### config.mk
export PLATFORM = sky130hd
export DESIGN_NAME = ordiff_outq
export DESIGN_NICKNAME = d
export VERILOG_FILES = /design/src/design/ordiff_pkg.sv /design/src/design/ordiff_outq.sv
export SDC_FILE = /design/constraint.sdc
export NUM_CORES = 1
export LEC_CHECK = 0
export BUFFER_PORTS_ARGS = -buffer_cell sky130_fd_sc_hd__buf_2
export CAP_MARGIN = 20
export CORE_UTILIZATION = 50
export DETAILED_ROUTE_END_ITERATION = 16
export PLACE_DENSITY = 0.77
export RECOVER_POWER = 50
export SETUP_SLACK_MARGIN = 0.2
export SYNTH_ARGS = -nofsm -noshare
export SYNTH_HDL_FRONTEND = slang
export SYNTH_SLANG_ARGS = --single-unit
export TNS_END_PERCENT = 50
### constraint.sdc
create_clock -name clk_i -period 7.5 [get_ports clk_i]
set_clock_uncertainty 0.2 [all_clocks]
set_input_delay 0 -clock clk_i [delete_from_list [all_inputs] [get_ports clk_i]]
set_output_delay 0 -clock clk_i [all_outputs]
set_load 0.005 [all_outputs]
### src/design/ordiff_pkg.sv
// Shared types and constants for the object record image diff block.
// No dependencies; used by the parser, result queue and top level.
package ordiff_pkg;

  // Input actions
  localparam logic [1:0] ACT_BYTE = 2'd0;
  localparam logic [1:0] ACT_EOF  = 2'd1;
  localparam logic [1:0] ACT_CMP  = 2'd2;

  // Result kinds
  localparam logic KIND_WARN = 1'b0;
  localparam logic KIND_CMP  = 1'b1;

  // Record type of a content record
  localparam logic [7:0] CONTENT_TYPE = 8'd6;

  // Image entry: {tag2, tag1, byte2, byte1}
  localparam int ENTRY_W = 18;

  // Result queue geometry
  localparam int         OQ_ENTRIES = 3;
  localparam logic [1:0] OQ_LAST    = 2'd2;
  localparam logic [1:0] OQ_FULL    = 2'd3;

  // Parser controls for the current word
  typedef struct packed {
    logic wr;    // data byte goes to the image at the load address
    logic warn;  // short content record
  } parse_ctl_t;

  // One queued result word
  typedef struct packed {
    logic               kind;
    logic [15:0]        addr;
    logic [ENTRY_W-1:0] entry;
    logic [16:0]        low;
    logic [15:0]        hi_end;
  } result_t;

endpackage

### src/design/ordiff_outq.sv
// Small result queue in front of the output port.
// Depends on ordiff_pkg.
module ordiff_outq (
  input  logic                clk_i,
  input  logic                rst_ni,
  input  logic                push_i,
  input  ordiff_pkg::result_t push_data_i,
  input  logic                pop_i,
  output logic                valid_o,
  output ordiff_pkg::result_t head_o,
  output logic [1:0]          count_o
);

  ordiff_pkg::result_t slot_q [ordiff_pkg::OQ_ENTRIES];
  logic [1:0]          wr_ptr_q, rd_ptr_q, count_q;
  logic                do_pop;

  assign do_pop = pop_i & (count_q != 2'd0);

  // Store pushed words
  always_ff @(posedge clk_i) begin
    if (push_i) begin
      slot_q[wr_ptr_q] <= push_data_i;
    end
  end

  // Advance pointers and count
  always_ff @(posedge clk_i or negedge rst_ni) begin
    if (!rst_ni) begin
      wr_ptr_q <= '0;
      rd_ptr_q <= '0;
      count_q  <= '0;
    end else begin
      if (push_i) begin
        wr_ptr_q <= (wr_ptr_q == ordiff_pkg::OQ_LAST) ? 2'd0 : wr_ptr_q + 2'd1;
      end
      if (do_pop) begin
        rd_ptr_q <= (rd_ptr_q == ordiff_pkg::OQ_LAST) ? 2'd0 : rd_ptr_q + 2'd1;
      end
      count_q <= count_q + {1'b0, push_i} - {1'b0, do_pop};
    end
  end

  assign valid_o = (count_q != 2'd0);
  assign head_o  = slot_q[rd_ptr_q];
  assign count_o = count_q;

endmodule
==> out/qor.log, run 1 <==
[clock_tree] clock tree from TritonCTS done
[worst_setup_path] kind of start point of the critical path flip-flop
[clock_tree] number of clock buffers inserted by TritonCTS 22
[timing] setup repair after global routing missed its margin no
[worst_setup_path] Worst setup EP type flip-flop
[detailed_routing] DRC violations left 0
[run_status] outcome finished with violations
[global_routing] GRT Residual Overflow 0
[yosys] combined area of all synthesized cells 7890 um2
[detailed_routing] via total after detailed routing 4505
[worst_setup_path] required time of the critical path 7290 ps
[detailed_routing] wire length reported by the detailed router 15.0 mm
[worst_setup_path] critical-path cell with the highest stage delay sky130_fd_sc_hd__clkbuf_1
[timing] actual transition at the worst max-transition pin 4150 ps
[cells_and_area] fraction of layout instances using a drive strength above 1 0.167
[worst_setup_path] arrival time of data at the critical path endpoint 4050 ps
[run] maximum capacitance violations 1
[global_routing] antenna violations before repair 0
[worst_setup_path] combined buffer and inverter count along the critical path 1
[worst_setup_path] Max stage delay on crit path 2910 ps
[global_routing] number of global-route vias before repair 4780
[die] height of the chip 128 um
[timing] final-layout worst hold slack 71.5 ps
[die] floorplan core area 15300 um2
[detailed_routing] length of the first detailed-routing pass in iterations 5
[detailed_routing] DRT iter0 DRCs 248
[cells_and_area] Syn-to-layout area delta 28.1%
[global_routing] GRT Total Usage 0.187
[global_routing] maximum number of pins on one net before global-route repair 94
[hold_path] HP Class input pin to flip-flop
[global_routing] first-pass GRT wire length 23.4 mm
[clock_tree] clock latency on the worst-skew pair 500 ps
[clock_tree] clock tree buffer depth 3
[placement] last weighted congestion value of the routability-driven placer 0.722
[cells_and_area] most frequent cells in the layout sky130_fd_sc_hd__edfxtp_1 (204), sky130_fd_sc_hd__clkbuf_1 (73), sky130_fd_sc_hd__buf_2 (73)
[power] peak supply drop 0.214 mV
[clock_tree] post-CTS clock slew at the launch and capture registers of the worst setup and hold paths 60 ps
[worst_setup_path] worst-path cell chain nand2_1 > nor2_4 > clkbuf_1
[die] die outline area 16300 um2
[worst_setup_path] Top Family by Delay on Critical Path buffers and inverters
[timing] fin worst setup slack 3240 ps
[power] static leakage power 0.00365 uW
[power] power density over the cells 351 nW/um2
[placement] total of buffers placed on input and output ports 142
[clock_tree] Clock Tree Root sky130_fd_sc_hd__clkbuf_16
[cells_and_area] final standard cell count with taps included and fillers excluded 904
[cells_and_area] most common library cell in the layout ignoring fill and taps sky130_fd_sc_hd__edfxtp_1
[clock_tree] maximum level of the CTS H-tree 1
[die] Horiz. Die Dim 128 um
[die] IO Pins 143
[clock_tree] post-cts gate resize count 0
[detailed_routing] via/cell ratio 4.98
[timing] hold violation count in the final report 0
[yosys] nets in the synthesized netlist 531
[yosys] Yosys warnings 0
[run_status] failing checks capacitance limit, slew limit
[timing] fraction of the cycle the final worst path needs 0.568
[placement] cell count after placement 792
[clock_tree] number of buffers added for setup after CTS 0
[cells_and_area] count of nets after finishing 751
[yosys] per-instance average area after synthesis 17.3 um2
[worst_setup_path] critical path class flip-flop to flip-flop
[detailed_routing] WL/cell 16.5 um
[worst_setup_path] Crit Path Max Fanout 68
[yosys] number of instances in the synthesized netlist 457
[clock_tree] number of clock sinks 210
[placement] half-perimeter wire length of the detailed placement result 7.90 mm
[timing] final slew viol count 69
[cells_and_area] # diodes 0
[cells_and_area] Layout Cell Area excl Fill 10100 um2
[timing] Max Clk Rate 235 MHz
[die] initial standard-cell utilization of the core 0.515
[die] Cell Rows 45
[timing] worst rel slew slack -1.77
[yosys] Yosys reg bits 210
[detailed_routing] antenna-violating nets left 0
[timing] final setup vio count 0
[cells_and_area] number of filler instances in the final layout 1125
[timing] final critical delay including setup and external delays 4260 ps
[placement] Worst Setup Slack post-DPL 5210 ps
[timing] setup TNS 0 ps
[clock_tree] number of hold-repair buffers added at the cts stage 72
[placement] cell area after placement 8730 um2
[yosys] Yosys cell types 21
[yosys] post-synthesis sequential area ratio 0.795
synthesized netlist by cell type:
library cell / count / area [um2]
sky130_fd_sc_hd__buf_4: 1 / 7.51
sky130_fd_sc_hd__edfxtp_1: 204 / 6130
sky130_fd_sc_hd__xnor2_1: 2 / 17.5
sky130_fd_sc_hd__buf_2: 13 / 65.1
sky130_fd_sc_hd__nor3b_1: 2 / 15.0
sky130_fd_sc_hd__ha_1: 2 / 25.0
sky130_fd_sc_hd__mux2i_1: 69 / 691
sky130_fd_sc_hd__inv_1: 4 / 15.0
sky130_fd_sc_hd__nor2_2: 1 / 6.26
sky130_fd_sc_hd__a21o_1: 1 / 7.51
sky130_fd_sc_hd__buf_12: 1 / 20.0
sky130_fd_sc_hd__o21ai_1: 69 / 345
sky130_fd_sc_hd__or2_2: 1 / 6.26
sky130_fd_sc_hd__nor2b_1: 1 / 6.26
sky130_fd_sc_hd__nand2_1: 69 / 259
sky130_fd_sc_hd__mux2_2: 2 / 22.5
sky130_fd_sc_hd__dfrtp_1: 6 / 150
sky130_fd_sc_hd__buf_6: 1 / 11.3
sky130_fd_sc_hd__clkbuf_1: 1 / 3.75
sky130_fd_sc_hd__nor2_1: 1 / 3.75
sky130_fd_sc_hd__buf_8: 6 / 90.1
flip-flops by register name, summed over array words and instances, names as in the netlist:
signal	count
wr_ptr_q	2
rd_ptr_q	2
count_o	2
slot_q	204
logic make-up after synthesis:
| group | share of synthesized area |
|---|---|
| multiplexers | 0.0903 |
| AO/OA/AOI/OAI | 0.0447 |
| adder cells (fa/ha/maj) | 0.00317 |
| XOR/XNOR | 0.00222 |
| flip-flops | 0.795 |
| buffers and inverters | 0.0269 |
| AND/OR/NAND/NOR | 0.0376 |
per-layer routing:
metal	up-vias	track usage	routed length, um
met1	2163	0.231	6170
met5	-	0	0
li1	2169	-	-
met2	139	0.334	7640
met3	34	0.0326	823
met4	0	0.0671	314
layout make-up:
class	instances	area [um2]	share of cell area
Tap cell	211	264	0.0261
Clock inverter	15	199	0.0197
Timing Repair Buffer	219	1380	0.136
Inverter	4	15.0	0.00148
Multi-Input combinational cell	220	1410	0.140
Sequential cell	210	6280	0.621
Clock buffer	25	562	0.0555
through the flow:
step / util / total power, uW
2_1_floorplan: - / 2170
3_3_place_gp: 0.570 / 2410
3_5_place_dp: 0.570 / 2450
4_1_cts: 0.667 / 3580
5_1_grt: 0.660 / 3730
6_report: 0.660 / 3550
worst paths after layout:
check,from,to,slack (ps),cells after the start
setup / recovery,wr_ptr_q[0],slot_q[1][11],3240,3
hold / removal,push_data_i[39],slot_q[2][39],70,2
setup reg to reg,wr_ptr_q[0],slot_q[1][11],3240,3
hold reg to reg,wr_ptr_q[0],wr_ptr_q[0],350,1
max in group asynchronous,rst_ni,rd_ptr_q[0],6570,3
min in group asynchronous,rst_ni,count_o[1],270,3
worst register-to-register path, cell delays in order, from the launching register on:
cell and delay, ps:
sky130_fd_sc_hd__dfrtp_1 390, sky130_fd_sc_hd__nand2_1 120, sky130_fd_sc_hd__nor2_4 90, sky130_fd_sc_hd__clkbuf_1 2910
where the power goes:
| part | switching, uW | internal, uW | total (uW) | leakage, uW |
|---|---|---|---|---|
| clock | 425 | 682 | 1110 | 0.000369 |
| combinational | 462 | 378 | 840 | 0.00133 |
| sequential | 120 | 1480 | 1600 | 0.00195 |
| total | 1010 | 2540 | 3550 | 0.00365 |
Power figures use the tool's default switching activity.
==> run 2, diff against run 1 <==
ABC_AREA = 1   (was unset)
clock period = 4.3 ns   (was 7.5 ns; I/O delays follow)
==> out/qor.log, run 2 <==
[run_status] outcome completed
[worst_setup_path] endpoint of the most critical setup path head_o[64]
[yosys] basic-gate share of the synthesized area counting and, or, nand and nor cells 0.164
[yosys] Commonest cells post-synth sky130_fd_sc_hd__edfxtp_1 (204), sky130_fd_sc_hd__nand2_1 (147), sky130_fd_sc_hd__nand3_1 (141)
[placement] Worst Setup Slack post-DPL 1850 ps
[detailed_routing] WL/cell 17.0 um
[global_routing] maximum number of pins on one net before global-route repair 71
[worst_setup_path] count of cells along the worst register-to-register path 4
[yosys] dominant cell type by area after synthesis sky130_fd_sc_hd__edfxtp_1
[power] static leakage power 0.00369 uW
[clock_tree] Clock Tree Root sky130_fd_sc_hd__clkbuf_16
[worst_setup_path] Max stage delay on crit path 680 ps
[run] maximum capacitance violations 0
[placement] half-perimeter wire length of the detailed placement result 9.23 mm
[clock_tree] post-CTS clock slew at the launch and capture registers of the worst setup and hold paths 60 ps
[global_routing] antenna violations before repair 0
[power] Flop pwr share 0.436
[yosys] Yosys reg bits 210
[worst_setup_path] Crit Path Max Fanout 36
[detailed_routing] DRC violations left 0
[cells_and_area] largest register by flop count slot_q
[yosys] count of flip-flops with a built-in enable after synthesis 204
[worst_setup_path] end of the worst register-to-register path slot_q[1][26]
[timing] actual transition at the worst max-transition pin 991 ps
[global_routing] GRT Total Usage 0.210
[clock_tree] clock tree from TritonCTS done
[worst_setup_path] register-to-register setup slack 1950 ps
[die] height of the chip 127 um
[power] Internal Power 4240 uW
[detailed_routing] length of the first detailed-routing pass in iterations 4
[cells_and_area] fraction of layout instances using a drive strength above 1 0.143
[worst_setup_path] critical-path cell with the highest stage delay sky130_fd_sc_hd__dfrtp_2
[timing] worst rel slew slack 0.337
[die] IO Pins 143
[detailed_routing] antenna-violating nets left 0
[worst_setup_path] most used cell along the critical path sky130_fd_sc_hd__nand3_1
[clock_tree] post-cts gate resize count 0
[worst_setup_path] number of cells on the critical path 5
[placement] last weighted congestion value of the routability-driven placer 0.748
[hold_path] HP Class input pin to flip-flop
[detailed_routing] via/cell ratio 5.17
[cells_and_area] Syn-to-layout area delta 27.0%
[clock_tree] clock latency on the worst-skew pair 500 ps
[yosys] adder and majority cell fraction of the synthesized area 0.00320
[timing] final setup vio count 0
[yosys] Yosys warnings 0
[cells_and_area] number of filler instances in the final layout 1141
[worst_setup_path] r2r startpoint wr_ptr_q[1]
[cells_and_area] count of nets after finishing 836
[worst_setup_path] Worst setup EP type output pin
[yosys] top-count cell post-synth sky130_fd_sc_hd__edfxtp_1
[global_routing] first-pass GRT wire length 25.8 mm
[cells_and_area] most frequent cells in the layout sky130_fd_sc_hd__edfxtp_1 (204), sky130_fd_sc_hd__nand2_1 (147), sky130_fd_sc_hd__nand3_1 (141)
[global_routing] GRT Residual Overflow 0
[yosys] main combinational cell family by area after synthesis simple AND/OR/NAND/NOR gates
[timing] hold violation count in the final report 0
[placement] total of buffers placed on input and output ports 142
[yosys] top cells by area in the synthesized netlist sky130_fd_sc_hd__edfxtp_1 (78%), sky130_fd_sc_hd__nand3_1 (9.0%), sky130_fd_sc_hd__nand2_1 (7.0%)
[timing] fin worst setup slack 1360 ps
[detailed_routing] DRT iter0 DRCs 276
[clock_tree] maximum level of the CTS H-tree 1
[die] initial standard-cell utilization of the core 0.513
[die] floorplan core area 15300 um2
[timing] fraction of the cycle the final worst path needs 0.684
[clock_tree] number of clock buffers inserted by TritonCTS 21
[power] combinational power share 0.313
[worst_setup_path] required time of the critical path 4100 ps
[worst_setup_path] Top Family by Delay on Critical Path buffers and inverters
[yosys] Yosys cell types 16
[yosys] post-synthesis compound-gate area fraction 0.00128
[yosys] area share of the largest cell type after synthesis 0.782
[worst_setup_path] combined buffer and inverter count along the critical path 3
[timing] Max Clk Rate 340 MHz
[yosys] top flip-flop cell by instance count after synthesis sky130_fd_sc_hd__edfxtp_1
[timing] final slew viol count 0
[yosys] xor/xnor share of the synthesized area 0
[timing] setup repair after global routing missed its margin no
[worst_setup_path] arrival time of data at the critical path endpoint 2740 ps
[die] Horiz. Die Dim 127 um
[detailed_routing] wire length reported by the detailed router 16.7 mm
[cells_and_area] number of flip-flops in the largest register 204
[yosys] combined area of all synthesized cells 7830 um2
[die] die outline area 16200 um2
[die] Cell Rows 45
[yosys] Synth async-reset ratio 0.0286
[yosys] nets in the synthesized netlist 622
[worst_setup_path] critical path class flip-flop to output pin
[cells_and_area] most common library cell in the layout ignoring fill and taps sky130_fd_sc_hd__edfxtp_1
[power] switching pwr 2130 uW
[power] net switching share of the total power 0.335
[worst_setup_path] worst-path cell chain inv_2 > buf_4 > nand3_1 > nand3_1 > buf_2
[yosys] per-instance average area after synthesis 14.3 um2
[clock_tree] clock tree buffer depth 3
[yosys] number of instances in the synthesized netlist 548
[yosys] post-synthesis sequential area ratio 0.802
[clock_tree] number of clock sinks 210
[worst_setup_path] worst setup path startpoint rd_ptr_q[1]
[timing] final critical delay including setup and external delays 2940 ps
[power] power density over the cells 641 nW/um2
[power] peak supply drop 0.444 mV
[detailed_routing] via total after detailed routing 5101
[power] clock share of power 0.251
[yosys] portion of netlist area occupied by mux cells 0
[global_routing] number of global-route vias before repair 5239
[cells_and_area] # diodes 0
[worst_setup_path] kind of start point of the critical path flip-flop
[timing] setup TNS 0 ps
[run 2: kinds of logic after synthesis]
| logic type | Yosys count |
|---|---|
| AND/OR/NAND/NOR | 291 |
| flip-flops | 210 |
| buffers and inverters | 43 |
| AO/OA/AOI/OAI | 2 |
| adder cells (fa/ha/maj) | 2 |
[run 2: area by class of cell]
cell class,count,area [um2],area share
flip-flops and latches,210,6280,0.632
well taps,211,264,0.0266
repair buffers,221,1420,0.143
clock inverters,12,58.8,0.00592
inverters,13,48.8,0.00491
clock buffers,24,537,0.0540
multi-input cells,295,1330,0.134
[run 2: power groups by stage]
stage / Clock, uW / Sequential [uW] / Combinational (uW)
after global routing: 1700 / 2800 / 2220
after floorplan: 0 / 2750 / 1210
final: 1600 / 2780 / 1990
after detailed placement: 0 / 2820 / 1960
after global placement: 0 / 2800 / 1900
after CTS: 1620 / 2780 / 2020
[run 2: repair_timing]
item / in CTS / in global routing
buffers inserted: 0 / 0
hold buffers: 72 / 0
endpoints found under the hold margin: 231 / 0
[run 2: through the flow]
stage | utilization | hold slack, ps | power [uW] | instances | area (um2)
after detailed placement | 0.570 | -365 | 4780 | 877 | 8690
final | 0.651 | 71.8 | 6370 | 986 | 9940
after CTS | 0.656 | 24.3 | 6410 | 985 | 10000
after global placement | 0.570 | -373 | 4700 | 877 | 8690
after floorplan | - | -496 | 3960 | 548 | 7830
after global routing | 0.651 | 81.6 | 6730 | 986 | 9940
[run 2: how the worst min path moves through the flow]
stage / startpoint / end / slack, ps / cells past startpoint
2_1_floorplan: rst_ni / count_o[0] / -500 / 0
4_1_cts: push_data_i[7] / slot_q[2][7] / 20 / 2
3_5_place_dp: rst_ni / count_o[0] / -370 / 1
6_report: push_data_i[35] / slot_q[1][35] / 70 / 2
5_1_grt: push_data_i[58] / slot_q[1][58] / 80 / 2
3_3_place_gp: rst_ni / count_o[0] / -370 / 1
[run 2: routing by layer]
layer	global-route usage	part of all wire	vias up
li1	-	-	2408
met1	0.255	0.41	2462
met2	0.379	0.50	196
met3	0.0402	0.063	35
met4	0.0651	0.023	0
met5	0	0	-
