**src/design/ordiff_pkg.sv**
```systemverilog
// Shared types and constants for the object record image diff block.
// No dependencies; used by the parser, result queue and top level.
package ordiff_pkg;

  // Input actions
  localparam logic [1:0] ACT_BYTE = 2'd0;
  localparam logic [1:0] ACT_EOF  = 2'd1;
  localparam logic [1:0] ACT_CMP  = 2'd2;

  // Result kinds
  localparam logic KIND_WARN = 1'b0;
  localparam logic KIND_CMP  = 1'b1;

  // Record type of a content record
  localparam logic [7:0] CONTENT_TYPE = 8'd6;

  // Image entry: {tag2, tag1, byte2, byte1}
  localparam int ENTRY_W = 18;

  // Result queue geometry
  localparam int         OQ_ENTRIES = 3;
  localparam logic [1:0] OQ_LAST    = 2'd2;
  localparam logic [1:0] OQ_FULL    = 2'd3;

  // Parser controls for the current word
  typedef struct packed {
    logic wr;    // data byte goes to the image at the load address
    logic warn;  // short content record
  } parse_ctl_t;

  // One queued result word
  typedef struct packed {
    logic               kind;
    logic [15:0]        addr;
    logic [ENTRY_W-1:0] entry;
    logic [16:0]        low;
    logic [15:0]        hi_end;
  } result_t;

endpackage

```
**src/design/ordiff_parser.sv**
```systemverilog
// Object record stream parser: tracks record phase, load address and the
// lowest/highest load range. Depends on ordiff_pkg.
module ordiff_parser #(
  parameter int ADDR_BITS = 16
) (
  input  logic                   clk_i,
  input  logic                   rst_ni,
  input  logic                   step_i,
  input  logic                   eof_i,
  input  logic [7:0]             data_byte_i,
  output ordiff_pkg::parse_ctl_t ctl_o,
  output logic [ADDR_BITS-1:0]   load_addr_o,
  output logic [ADDR_BITS:0]     min_addr_o,
  output logic [ADDR_BITS-1:0]   max_end_o
);

  typedef enum logic [3:0] {
    PH_TYPE,
    PH_LEN_LO,
    PH_LEN_HI,
    PH_SKIP,
    PH_SEG,
    PH_ADDR_LO,
    PH_ADDR_HI,
    PH_DATA,
    PH_CRC
  } phase_e;

  phase_e                 phase_q, phase_d;
  logic [15:0]            left_q, left_d;
  logic [7:0]             lo_q, lo_d;
  logic                   content_q, content_d;
  logic [ADDR_BITS-1:0]   load_q, load_d;
  logic [ADDR_BITS:0]     min_q, min_d;
  logic [ADDR_BITS-1:0]   max_q, max_d;
  logic [15:0]            word16;
  logic [ADDR_BITS-1:0]   new_addr;
  logic [ADDR_BITS-1:0]   next_addr;
  ordiff_pkg::parse_ctl_t ctl;

  // Decode one stream word
  always_comb begin
    phase_d   = phase_q;
    left_d    = left_q;
    lo_d      = lo_q;
    content_d = content_q;
    load_d    = load_q;
    min_d     = min_q;
    max_d     = max_q;
    ctl       = '0;
    word16    = {data_byte_i, lo_q};
    new_addr  = ADDR_BITS'(word16);
    next_addr = load_q + ADDR_BITS'(1);
    if (eof_i) begin
      phase_d   = PH_TYPE;
      left_d    = '0;
      content_d = 1'b0;
      load_d    = '0;
    end else if (step_i) begin
      unique case (phase_q)
        PH_TYPE: begin
          content_d = (data_byte_i == ordiff_pkg::CONTENT_TYPE);
          phase_d   = PH_LEN_LO;
        end
        PH_LEN_LO: begin
          lo_d    = data_byte_i;
          phase_d = PH_LEN_HI;
        end
        PH_LEN_HI: begin
          if (content_q && (word16 >= 16'd4)) begin
            left_d  = word16 - 16'd4;
            phase_d = PH_SEG;
          end else begin
            ctl.warn = content_q;
            if (word16 <= 16'd1) begin
              phase_d = PH_CRC;
            end else begin
              left_d  = word16 - 16'd1;
              phase_d = PH_SKIP;
            end
          end
        end
        PH_SKIP: begin
          left_d = left_q - 16'd1;
          if (left_q == 16'd1) begin
            phase_d = PH_CRC;
          end
        end
        PH_SEG: begin
          phase_d = PH_ADDR_LO;
        end
        PH_ADDR_LO: begin
          lo_d    = data_byte_i;
          phase_d = PH_ADDR_HI;
        end
        PH_ADDR_HI: begin
          load_d = new_addr;
          if ({1'b0, new_addr} < min_q) begin
            min_d = {1'b0, new_addr};
          end
          if (left_q == 16'd0) begin
            if (new_addr > max_q) begin
              max_d = new_addr;
            end
            phase_d = PH_CRC;
          end else begin
            phase_d = PH_DATA;
          end
        end
        PH_DATA: begin
          ctl.wr = 1'b1;
          load_d = next_addr;
          left_d = left_q - 16'd1;
          if (left_q == 16'd1) begin
            if (next_addr > max_q) begin
              max_d = next_addr;
            end
            phase_d = PH_CRC;
          end
        end
        PH_CRC: begin
          phase_d = PH_TYPE;
        end
        default: begin
          phase_d = PH_TYPE;
        end
      endcase
    end
  end

  // Hold parser state
  always_ff @(posedge clk_i or negedge rst_ni) begin
    if (!rst_ni) begin
      phase_q   <= PH_TYPE;
      left_q    <= '0;
      lo_q      <= '0;
      content_q <= 1'b0;
      load_q    <= '0;
      min_q     <= {1'b1, {ADDR_BITS{1'b0}}};
      max_q     <= '0;
    end else begin
      phase_q   <= phase_d;
      left_q    <= left_d;
      lo_q      <= lo_d;
      content_q <= content_d;
      load_q    <= load_d;
      min_q     <= min_d;
      max_q     <= max_d;
    end
  end

  assign ctl_o       = ctl;
  assign load_addr_o = load_q;
  assign min_addr_o  = min_q;
  assign max_end_o   = max_q;

endmodule

```
**config.mk**
```make
export PLATFORM = sky130hd
export DESIGN_NAME = ordiff_parser
export DESIGN_NICKNAME = d
export VERILOG_FILES = /design/src/design/ordiff_pkg.sv /design/src/design/ordiff_parser.sv
export SDC_FILE = /design/constraint.sdc
export NUM_CORES = 1
export LEC_CHECK = 0
export ABC_AREA = 1
export BUFFER_PORTS_ARGS = -buffer_cell sky130_fd_sc_hd__buf_2
export CAP_MARGIN = 20
export CORE_ASPECT_RATIO = 1.1
export CORE_MARGIN = 1.5
export CORE_UTILIZATION = 40
export CTS_CLUSTER_SIZE = 8
export DETAILED_ROUTE_END_ITERATION = 10
export GPL_ROUTABILITY_DRIVEN = 0
export PLACE_DENSITY_LB_ADDON = 0.12
export SETUP_SLACK_MARGIN = 0.4
export SLEW_MARGIN = 10
export SYNTH_ARGS = -nofsm -noshare
export SYNTH_HDL_FRONTEND = slang
export SYNTH_SLANG_ARGS = --single-unit
```
**constraint.sdc**
```tcl
create_clock -name clk_i -period 2.85 [get_ports clk_i]
set_input_delay 0.285 -clock clk_i [delete_from_list [all_inputs] [get_ports clk_i]]
set_output_delay 0.285 -clock clk_i [all_outputs]
set_load 0.05 [all_outputs]
```
==> flow_summary.toml, run 1 <==
[synthesis]
synth_cell_types = 38
synth_seq_area_share_pct = 31.30
synth_fa_ha_area_share_pct = 11.03
synth_top_area_share_pct = 30.88
ys.flop_type = "dfrtp_1"
synth_commonest_cells = "nand2_1, inv_1, dfrtp_1, nor2_1, o21ai_0"
ys_ff_latch = 78
yosys.area_share.simple_pct = 33.75
syn_avg_cell_area_um2 = 6.842
synth_compound_area_share_pct = 10.57
synth_area_mm2 = 0.006240
yosys-top-cells-area = "dfrtp_1, nand2_1, ha_1"
syn_inst = 912
synth_most_common_cell = "nand2_1"
synth_top_area_cell = "dfrtp_1"
ys_async_sr_fraction_pct = 100.0
muxShareOfSynthArea_pct = 0
synthesis.nets = 979
ys.warnings.count = 0
synth_top_family_by_area = "simple AND/OR/NAND/NOR gates"
synth-edff-count = 0
synth_xor_xnor_area_share_pct = 3.790

[drt]
dr.pass1.iters = 5
vias = 6137
drc = 0
drt-total-wl_um = 18970
wl_per_cell_um = 15.66
antenna_left = 0
routed_via_density = 5.068
initialDrtViolationCount = 278

[timing]
finalMaxSlewViolations = 0
postLayoutSetupSlackWorst_ns = 0.2408
hold_violations = 38
setup_tns_ns = 0
min_period_over_period_pct = 91.55
relSlewSlack_pct = 53.33
whs_ns = -0.01819
rsz0062_at_grt = "yes"
fin_crit_ns = 2.609
setup-violations-final = 0
worst_slew_pin_slew_ns = 0.7001
max_freq_mhz = 383.3
finClkSkew_ns = 0.007535

[global_routing]
grt_max_degree = 54
gr-usage-all-layers_pct = 24.24
grt_pass1_vias = 5883
grt_pass1_wl_um = 30830
antenna_found_initial = 0
grt_overflow = 0

[power]
p_clk_share_pct = 37.6
power.total_mw = 3.553
switching_share_pct = 34.53
p_leak_nw = 3.965
p_int_mw = 2.326
power_switching_mw = 1.227
power_frac_seq_pct = 35.0
powerDensity_mw_per_mm2 = 463.8
p_comb_share_pct = 27.4
ir_drop_uv = 286.6

[critical_path]
critPathCaptureType = "flip-flop"
rr_worst_depth = 19
worstPathRequired_ns = 3.09
crit_type = "flip-flop to flip-flop"
reg2reg_slack_ns = 0.24
start_kind = "flip-flop"
reg2reg_to = "max_end_o[3]$_DFFE_PN0P_"
startpoint = "load_addr_o[0]$_DFFE_PN0P_"
crit_arrival_ns = 2.85
cp_max_fo = 8
rr_startpoint = "load_addr_o[0]$_DFFE_PN0P_"

[die]
num_rows = 47
fp.dieW_um = 122.1
fp.dieH_um = 134.0
pin_count = 63
start_util_pct = 41.13
core_area_mm2 = 0.01517
die_area_mm2 = 0.01636

[finish]
utilization_pct = 50.49
antennaDiodeCount = 0
drive_above_1_share_pct = 22.36
syn2layout_area_growth_pct = 22.76
fin_area_mm2 = 0.007660
nNetsFinal = 1077

[outcome]
violations = "hold timing"
status = "complete, but fails checks"

[placement]
port_buffers = 62
dpl.hpwl_um = 14000
place_ws_ns = 0.2368
postPlaceCellArea_mm2 = 0.006810

[clock_tree]
cts.sinks = 78
cts_tree = "done"
root_buffer = "clkbuf_16"
numCtsBuffers = 9
path_clk_slew_ns = 0.06
insertion_delay_ns = 0.35
cts_max_path_buffers = 2
htreeDepth = 3

[run]
drv_cap = 0

[min_path]
hp-class = "input pin to asynchronous set/reset pin"
## sequential cells by signal, indices dropped and copies added (netlist names)
name and count:
left_q 16, lo_q 8, load_addr_o 16, min_addr_o 17
phase_q 4, max_end_o 16, content_q 1
## layout make-up
class | instances | area [um^2]
inverters | 117 | 445.4
fillers | 1518 | 7512
multi-input cells | 692 | 3911
clock buffers | 13 | 270.3
well taps | 196 | 245.2
repair buffers | 112 | 750.7
clock inverters | 3 | 65.06
flip-flops and latches | 78 | 1972
## stage by stage
step                      hold slack [ns]  instances
after floorplan                  -0.01059        912
after global placement             0.3858       1162
after detailed placement           0.3935       1162
after CTS                         0.02001       1196
after global routing              0.05991       1211
final                            -0.01819       1211
## placed cells by master (no fill, tap or decap), drive strengths merged
cell / Yosys / final
and2: 1 / 1
o41ai: 1 / 1
clkbuf: 7 / 14
ha: 55 / 55
o21ai: 74 / 74
a21oi: 37 / 37
o31ai: 1 / 1
o22ai: 1 / 1
nand4: 28 / 28
xnor2: 1 / 1
a21o: 2 / 2
nor2: 93 / 93
o21a: 1 / 1
nor3: 8 / 8
bufinv: 0 / 2
dfrtp: 77 / 77
clkinv: 2 / 3
dfstp: 1 / 1
nand3: 37 / 38
o211ai: 6 / 6
a211oi: 1 / 1
nand2: 316 / 316
buf: 19 / 111
or2: 1 / 1
xor2: 26 / 26
a31oi: 1 / 1
inv: 115 / 115
## power by group through the flow
stage,logic (mW),clock network [mW],registers [mW]
2_1_floorplan,0.669,0,1.24
3_3_place_gp,0.973,0,1.26
3_5_place_dp,0.967,0,1.26
4_1_cts,0.973,1.35,1.24
5_1_grt,1.12,1.39,1.25
6_report,0.974,1.34,1.24
## routing by layer
layer  wire (um)  GRT usage [%]
met3         871          3.954
met2        8871          40.07
met5           0              0
met1        8784          32.18
met4         443          7.946
## timing repair
action,4_1_cts,5_1_grt
hold endpoints to repair,0,0
gates cloned,2,0
resized for setup,24,39
endpoints found under the setup margin,16,26
hold buffers,0,0
pin swaps,17,30
buffers inserted,16,15
## critical path, stage by stage, from the launching register on
cell and delay [ns]:
dfrtp_2 0.42, ha_4 0.17, nand2_4 0.07, inv_4 0.06
nand2_4 0.06, nor2_4 0.16, nand3_2 0.08, nand2_2 0.08
inv_2 0.05, ha_4 0.25, nand2_2 0.05, o21ai_1 0.19
a21oi_2 0.10, nand2_1 0.10, nand2_2 0.07, nand2_4 0.13
buf_6 0.13, nand3_4 0.16, nand2_1 0.11, nand2_1 0.05
## logic make-up after synthesis
kind of cell,count (synthesis)
AND/OR/NAND/NOR,484
adder cells (fa/ha/maj),55
XOR/XNOR,27
AO/OA/AOI/OAI,125
buffers and inverters,143
flip-flops,78
## how the worst max path moves through the flow
stage	end	slack (ns)	cells past startpoint
global route	max_end_o[9]$_DFFE_PN0P_	0.09	17
finish	max_end_o[3]$_DFFE_PN0P_	0.24	19
floorplan	max_end_o[10]$_DFFE_PN0P_	0.31	19
global placement	max_end_o[4]$_DFFE_PN0P_	0.30	19
detailed placement	max_end_o[10]$_DFFE_PN0P_	0.24	19
CTS	max_end_o[0]$_DFFE_PN0P_	0.30	21
(Power assumes the default switching activity.)
==> run 2, diff against run 1 <==
Settings changed: SLEW_MARGIN 10 to not set.
Clock period 2.85 ns to 3.4 ns, I/O delays scaled along.
==> run 2 against run 1 <==
The flow still finishes with violations (hold timing). Sequential power fell by 15%. Die area did not move. Worst hold slack improved by 0.0031 ns. Wire length fell by 5.2%. Power fell by 21%. Fmax fell by 3.4%. Global-route usage fell by 1.1 points. Largest power group is now sequential cells. Via count fell by 4.9%. Highest routed layer unchanged. Combinational power fell by 21%.
==> flow_summary.toml, run 2 (synthesis results as in run 1) <==
[critical_path]
cpMaxStageDelayCell = "dfrtp_1"
path_cells = "nand3_1, inv_1, nand2_1, nor2_1, nand2_1, and2_1, ha_1, nand2_1, nor2_1, nand2_1, inv_1, nand2_1, nand2_1, nand2_1, nand2_2, nand3_4, nand2_1, nand2_1"
critPathCaptureType = "flip-flop"
cp_max_fo = 16
crit_type = "flip-flop to flip-flop"
critical-path-max-stage-delay_ns = 0.42
start_kind = "flip-flop"
cp_top_family = "simple AND/OR/NAND/NOR gates"
worstPathRequired_ns = 3.63
reg2reg_slack_ns = 0.70
cp.buffers_inverters = 2
crit_arrival_ns = 2.93
cpMostUsedCell = "nand2_1"

[timing]
whs_ns = -0.01513
min_period_over_period_pct = 79.46
setup-violations-final = 0
setup_tns_ns = 0
hold_violations = 23
finClkSkew_ns = 0.008175
max_freq_mhz = 370.1
rsz0062_at_grt = "yes"
relSlewSlack_pct = 31.68
finalMaxSlewViolations = 0
fin_crit_ns = 2.702
worst_slew_pin_slew_ns = 1.021
postLayoutSetupSlackWorst_ns = 0.6982

[finish]
fin_cells = 1167
antennaDiodeCount = 0
nNetsFinal = 1033
fin_area_mm2 = 0.006982
syn2layout_area_growth_pct = 11.89
num-fill-cells = 1626
drive_above_1_share_pct = 12.15
largest_reg_flops = 17
layout_commonest_cell = "nand2_1"
final_cell_mix = "nand2_1, inv_1, nor2_1, dfrtp_1, o21ai_0"

[drt]
drt-total-wl_um = 17990
dr.pass1.iters = 5
initialDrtViolationCount = 261
drc = 0
met3RoutedLength_um = 588
wl_met2_um = 8327
antenna_left = 0
top_layer = "met4"
routed_via_density = 4.999
vias = 5834
met1Wirelength_um = 8726
wl_per_cell_um = 15.42

[clock_tree]
cts_max_path_buffers = 2
htreeDepth = 3
numCtsBuffers = 9
cts_setup_buffers = 0
cts_tree = "done"
cts-hold-fix-buffers = 0
cts.sinks = 78
insertion_delay_ns = 0.34
cts_resized = 0
path_clk_slew_ns = 0.06
root_buffer = "clkbuf_16"

[die]
die_area_mm2 = 0.01636
pin_count = 63
start_util_pct = 41.13
num_rows = 47
fp.dieW_um = 122.1
fp.dieH_um = 134.0
core_area_mm2 = 0.01517

[global_routing]
grt_pass1_vias = 5497
grt_max_degree = 43
grt_overflow = 0
gr-usage-all-layers_pct = 23.10
antenna_found_initial = 0
grt_pass1_wl_um = 29280

[placement]
dpl.hpwl_um = 13880
dp.cells = 1151
place_ws_ns = 0.7165
port_buffers = 62
postPlaceCellArea_mm2 = 0.006694

[power]
p_clk_share_pct = 35.0
p_comb_share_pct = 27.4
p_int_mw = 1.820
power_frac_seq_pct = 37.6
ir_drop_uv = 267.7
p_leak_nw = 3.674
powerDensity_mw_per_mm2 = 403.0
power_switching_mw = 0.9931
switching_share_pct = 35.30

[min_path]
hp-class = "input pin to asynchronous set/reset pin"

[run]
drv_cap = 0

[outcome]
violations = "hold timing"
status = "complete, but fails checks"
-- run 2: changes by cell type in the layout (fill, tap and decap cells not counted), moves of 7 or more --
cell	change
nand2_1	+23
nor2_1	+7
buf_4	-37
nand2_2	-20
dfrtp_2	-15
dfrtp_1	+15
-- run 2: per-layer routing --
metal / GRT usage [%] / vias to the layer above
met5: 0 / -
li1: - / 3034
met4: 6.654 / 0
met1: 31.89 / 2672
met3: 3.444 / 22
met2: 37.45 / 106
-- run 2: path summary, 6_finish.rpt --
| kind | startpoint | end | cells after the start |
|---|---|---|---|
| hold / removal | rst_ni | min_addr_o[8]$_DFFE_PN0P_ | 1 |
| setup reg to reg | load_addr_o[0]$_DFFE_PN0P_ | max_end_o[15]$_DFFE_PN0P_ | 18 |
| setup / recovery | load_addr_o[0]$_DFFE_PN0P_ | max_end_o[15]$_DFFE_PN0P_ | 18 |
| min in group clk_i | eof_i | content_q$_DFFE_PN0P_ | 2 |
| hold reg to reg | left_q[7]$_DFFE_PN0P_ | left_q[7]$_DFFE_PN0P_ | 2 |
| max in group asynchronous | rst_ni | min_addr_o[16]$_DFFE_PN1P_ | 2 |
-- run 2: worst register-to-register path, delay by kind of cell, from the launching register on --
family / cells / cell delay, ns
simple gates: 15 / 1.65
flops: 1 / 0.42
fa+ha+maj: 1 / 0.29
buf+inv: 2 / 0.25
-- run 2: metrics by stage --
stage	util, %	power (mW)	hold slack [ns]
final	46.02	2.813	-0.01513
after global routing	46.02	2.997	0.03002
after CTS	46.02	2.841	0.009064
after detailed placement	44.12	1.850	0.3769
after global placement	44.12	1.846	0.3708
after floorplan	-	1.603	0.04441
-- run 2: final cells by class --
class,count,area (um^2),area share (%)
clock buffers,15,257.7,3.692
clock inverters,1,30.03,0.4301
inverters,117,440.4,6.308
multi-input cells,691,3690,52.85
flip-flops and latches,78,1953,27.97
well taps,196,245.2,3.513
repair buffers,69,365.4,5.233
-- run 2: power groups by stage --
stage | combinational [mW] | clock [mW] | sequential (mW)
after detailed placement | 0.774 | 0 | 1.08
after global routing | 0.884 | 1.04 | 1.07
after CTS | 0.778 | 1.00 | 1.06
after global placement | 0.770 | 0 | 1.08
final | 0.771 | 0.985 | 1.06
after floorplan | 0.561 | 0 | 1.04
==> run 3, diff against run 2 <==
Settings changed: ABC_AREA 1 to 0.
Clock period 3.4 ns to 2.45 ns, I/O delays scaled along.
==> run 3 against run 2 <==
The flow finishes with violations (setup timing). Cell count fell by 11%. Critical path depth fell by 6. Combinational power rose by 130%. First-iteration DRC count rose by 29%. Fmax fell by 17%. Power rose by 61%. Clock skew rose by 0.0025 ns. Via count rose by 1.3%. Design area rose by 22%. Global-route usage rose by 3.5 points. Utilization rose by 15 points. Register-to-register slack got worse by 1.5 ns. Critical path type unchanged. Critical endpoint is now max_end_o[8]$_DFFE_PN0P_. Largest power group is now combinational logic.
==> flow_summary.toml, run 3 <==
[critical_path]
critPathCaptureType = "flip-flop"
cp.buffers_inverters = 1
cp_top_family = "simple AND/OR/NAND/NOR gates"
worstPathRequired_ns = 2.68
critical-path-max-stage-delay_ns = 0.51
cpMaxStageDelayCell = "or4_4"
crit_arrival_ns = 3.48
start_kind = "flip-flop"
path_cells = "nand3_4, nor4_4, nand2_1, xnor2_1, ha_1, nand4_1, nor4_2, a21boi_2, nor4_1, or4_4, buf_8, mux2_4"
cp_max_fo = 8
crit_type = "flip-flop to flip-flop"

[synthesis]
synth_cell_types = 61
ys_async_sr_fraction_pct = 100.0
syn_inst = 636
synth_seq_area_share_pct = 33.92
synth_commonest_cells = "dfrtp_1, nand2_1, ha_1, a21oi_1, nor2_1"
syn_avg_cell_area_um2 = 9.053
yosys-top-cells-area = "dfrtp_1, ha_1, mux2_2"
synth_most_common_cell = "dfrtp_1"
synth_top_area_cell = "dfrtp_1"
synthesis.nets = 703
ys_ff_latch = 78
ys.flop_type = "dfrtp_1"
synth_top_area_share_pct = 33.46
synth_area_mm2 = 0.005758
ys.warnings.count = 0
synth-edff-count = 0

[finish]
final_cell_mix = "buf_4, dfrtp_1, buf_2"
layout_commonest_cell = "buf_4"
drive_above_1_share_pct = 45.49
antennaDiodeCount = 0
nNetsFinal = 915
fin_cells = 1041
syn2layout_area_growth_pct = 47.57
largest_reg_flops = 17

[die]
core_area_mm2 = 0.01391
num_rows = 45
fp.dieW_um = 117.4
die_area_mm2 = 0.01512
pin_count = 63
start_util_pct = 41.40
fp.dieH_um = 128.8

[timing]
min_period_over_period_pct = 132.4
rsz0062_at_grt = "yes"
postLayoutSetupSlackWorst_ns = -0.7947
relSlewSlack_pct = 60.24
setup-violations-final = 16
whs_ns = 0.2675
worst_slew_pin_slew_ns = 0.5951
fin_crit_ns = 3.245
finClkSkew_ns = 0.01064
max_freq_mhz = 308.2
finalMaxSlewViolations = 0
hold_violations = 0

[global_routing]
gr-usage-all-layers_pct = 26.62
grt_pass1_vias = 5984
grt_pass1_wl_um = 31080
grt_overflow = 0
antenna_found_initial = 0
grt_max_degree = 53

[outcome]
status = "complete, but fails checks"
violations = "setup timing"

[power]
switching_share_pct = 35.76
p_leak_nw = 4.117
p_clk_share_pct = 29.0
p_int_mw = 2.904
power_frac_seq_pct = 31.3
power.total_mw = 4.521
power_switching_mw = 1.617
ir_drop_uv = 334.2
powerDensity_mw_per_mm2 = 532.1
p_comb_share_pct = 39.8

[placement]
dp.cells = 986
port_buffers = 62
dpl.hpwl_um = 14560

[clock_tree]
root_buffer = "clkbuf_16"
numCtsBuffers = 9
cts_tree = "done"
insertion_delay_ns = 0.35
cts.sinks = 78
htreeDepth = 3
path_clk_slew_ns = 0.06
cts_max_path_buffers = 2

[drt]
drc = 0
drt-total-wl_um = 20170
vias = 5912
antenna_left = 0
routed_via_density = 5.679
initialDrtViolationCount = 336
dr.pass1.iters = 5
wl_per_cell_um = 19.37

[run]
drv_cap = 0

[min_path]
hp-class = "input pin to flip-flop"
-- run 3: changes by cell type in the layout (fill, tap and decap cells not counted), moves of 31 or more --
cell	change
buf_6	+31
buf_4	+128
o21ai_0	-45
inv_1	-69
nor2_1	-39
nand2_1	-254
-- run 3: metal layers --
layer	wire length, um	track usage (%)
met3	889	3.945
met2	10210	47.65
met5	0	0
met1	8300	30.56
met4	765	15.47
-- run 3: logic make-up (layout without fill, tap and decap cells) --
family | Yosys count | in the layout | synth area share (%)
compound gates | 146 | 147 | 16.30
xor+xnor | 26 | 26 | 3.955
fa+ha+maj | 55 | 55 | 11.95
buf+inv | 70 | 286 | 5.237
flops | 78 | 78 | 33.92
mux | 53 | 53 | 10.63
simple gates | 208 | 208 | 18.01
-- run 3: final cells by class --
class,count,area [um^2]
Clock buffer,11,252.7
Clock inverter,5,33.78
Fill cell,1204,5410
Inverter,39,150.1
Multi-Input combinational cell,489,4118
Sequential cell,78,1972
Tap cell,188,235.2
Timing Repair Buffer,231,1735
-- run 3: path summary, 6_finish.rpt --
check	start	endpoint	slack (ns)	depth (start not counted)
max	load_addr_o[0]$_DFFE_PN0P_	max_end_o[8]$_DFFE_PN0P_	-0.79	12
max reg2reg	load_addr_o[0]$_DFFE_PN0P_	max_end_o[8]$_DFFE_PN0P_	-0.79	12
min reg2reg	min_addr_o[16]$_DFFE_PN1P_	min_addr_o[16]$_DFFE_PN1P_	0.51	1
min	eof_i	load_addr_o[6]$_DFFE_PN0P_	0.27	2
max in group asynchronous	rst_ni	load_addr_o[0]$_DFFE_PN0P_	1.46	3
min in group asynchronous	rst_ni	left_q[10]$_DFFE_PN0P_	0.35	2
-- run 3: per-stage QoR --
stage	utilization, %	cell area [um^2]	worst slack (ns)	TNS, ns
detailed placement	52.75	7336	-0.9066	-13.71
global placement	52.75	7336	-0.7841	-11.86
global route	61.10	8497	-0.9646	-15.01
CTS	58.83	8182	-0.8325	-12.55
finish	61.10	8497	-0.7947	-12.05
floorplan	-	6008	-1.136	-16.65
-- run 3: worst register-to-register path, delay by kind of cell (launching register included) --
kind	cells	cell delay [ns]
adder cells (fa/ha/maj)	1	0.30
AO/OA/AOI/OAI	1	0.21
multiplexers	1	0.30
AND/OR/NAND/NOR	7	1.57
XOR/XNOR	1	0.16
flip-flops	1	0.42
buffers and inverters	1	0.17
-- run 3: power by group through the flow --
| stage | logic (mW) | clock network (mW) | registers [mW] |
|---|---|---|---|
| CTS | 1.60 | 1.34 | 1.41 |
| finish | 1.80 | 1.31 | 1.41 |
| global placement | 1.30 | 0 | 1.43 |
| detailed placement | 1.34 | 0 | 1.43 |
| floorplan | 0.745 | 0 | 1.46 |
| global route | 1.92 | 1.39 | 1.42 |
-- run 3: timing repair --
action,in CTS,in global routing
hold endpoints to repair,25,0
gates cloned,1,0
buffers inserted,24,13
resized for setup,78,48
endpoints found under the setup margin,53,54
pin swaps,11,13
hold buffers,1,0
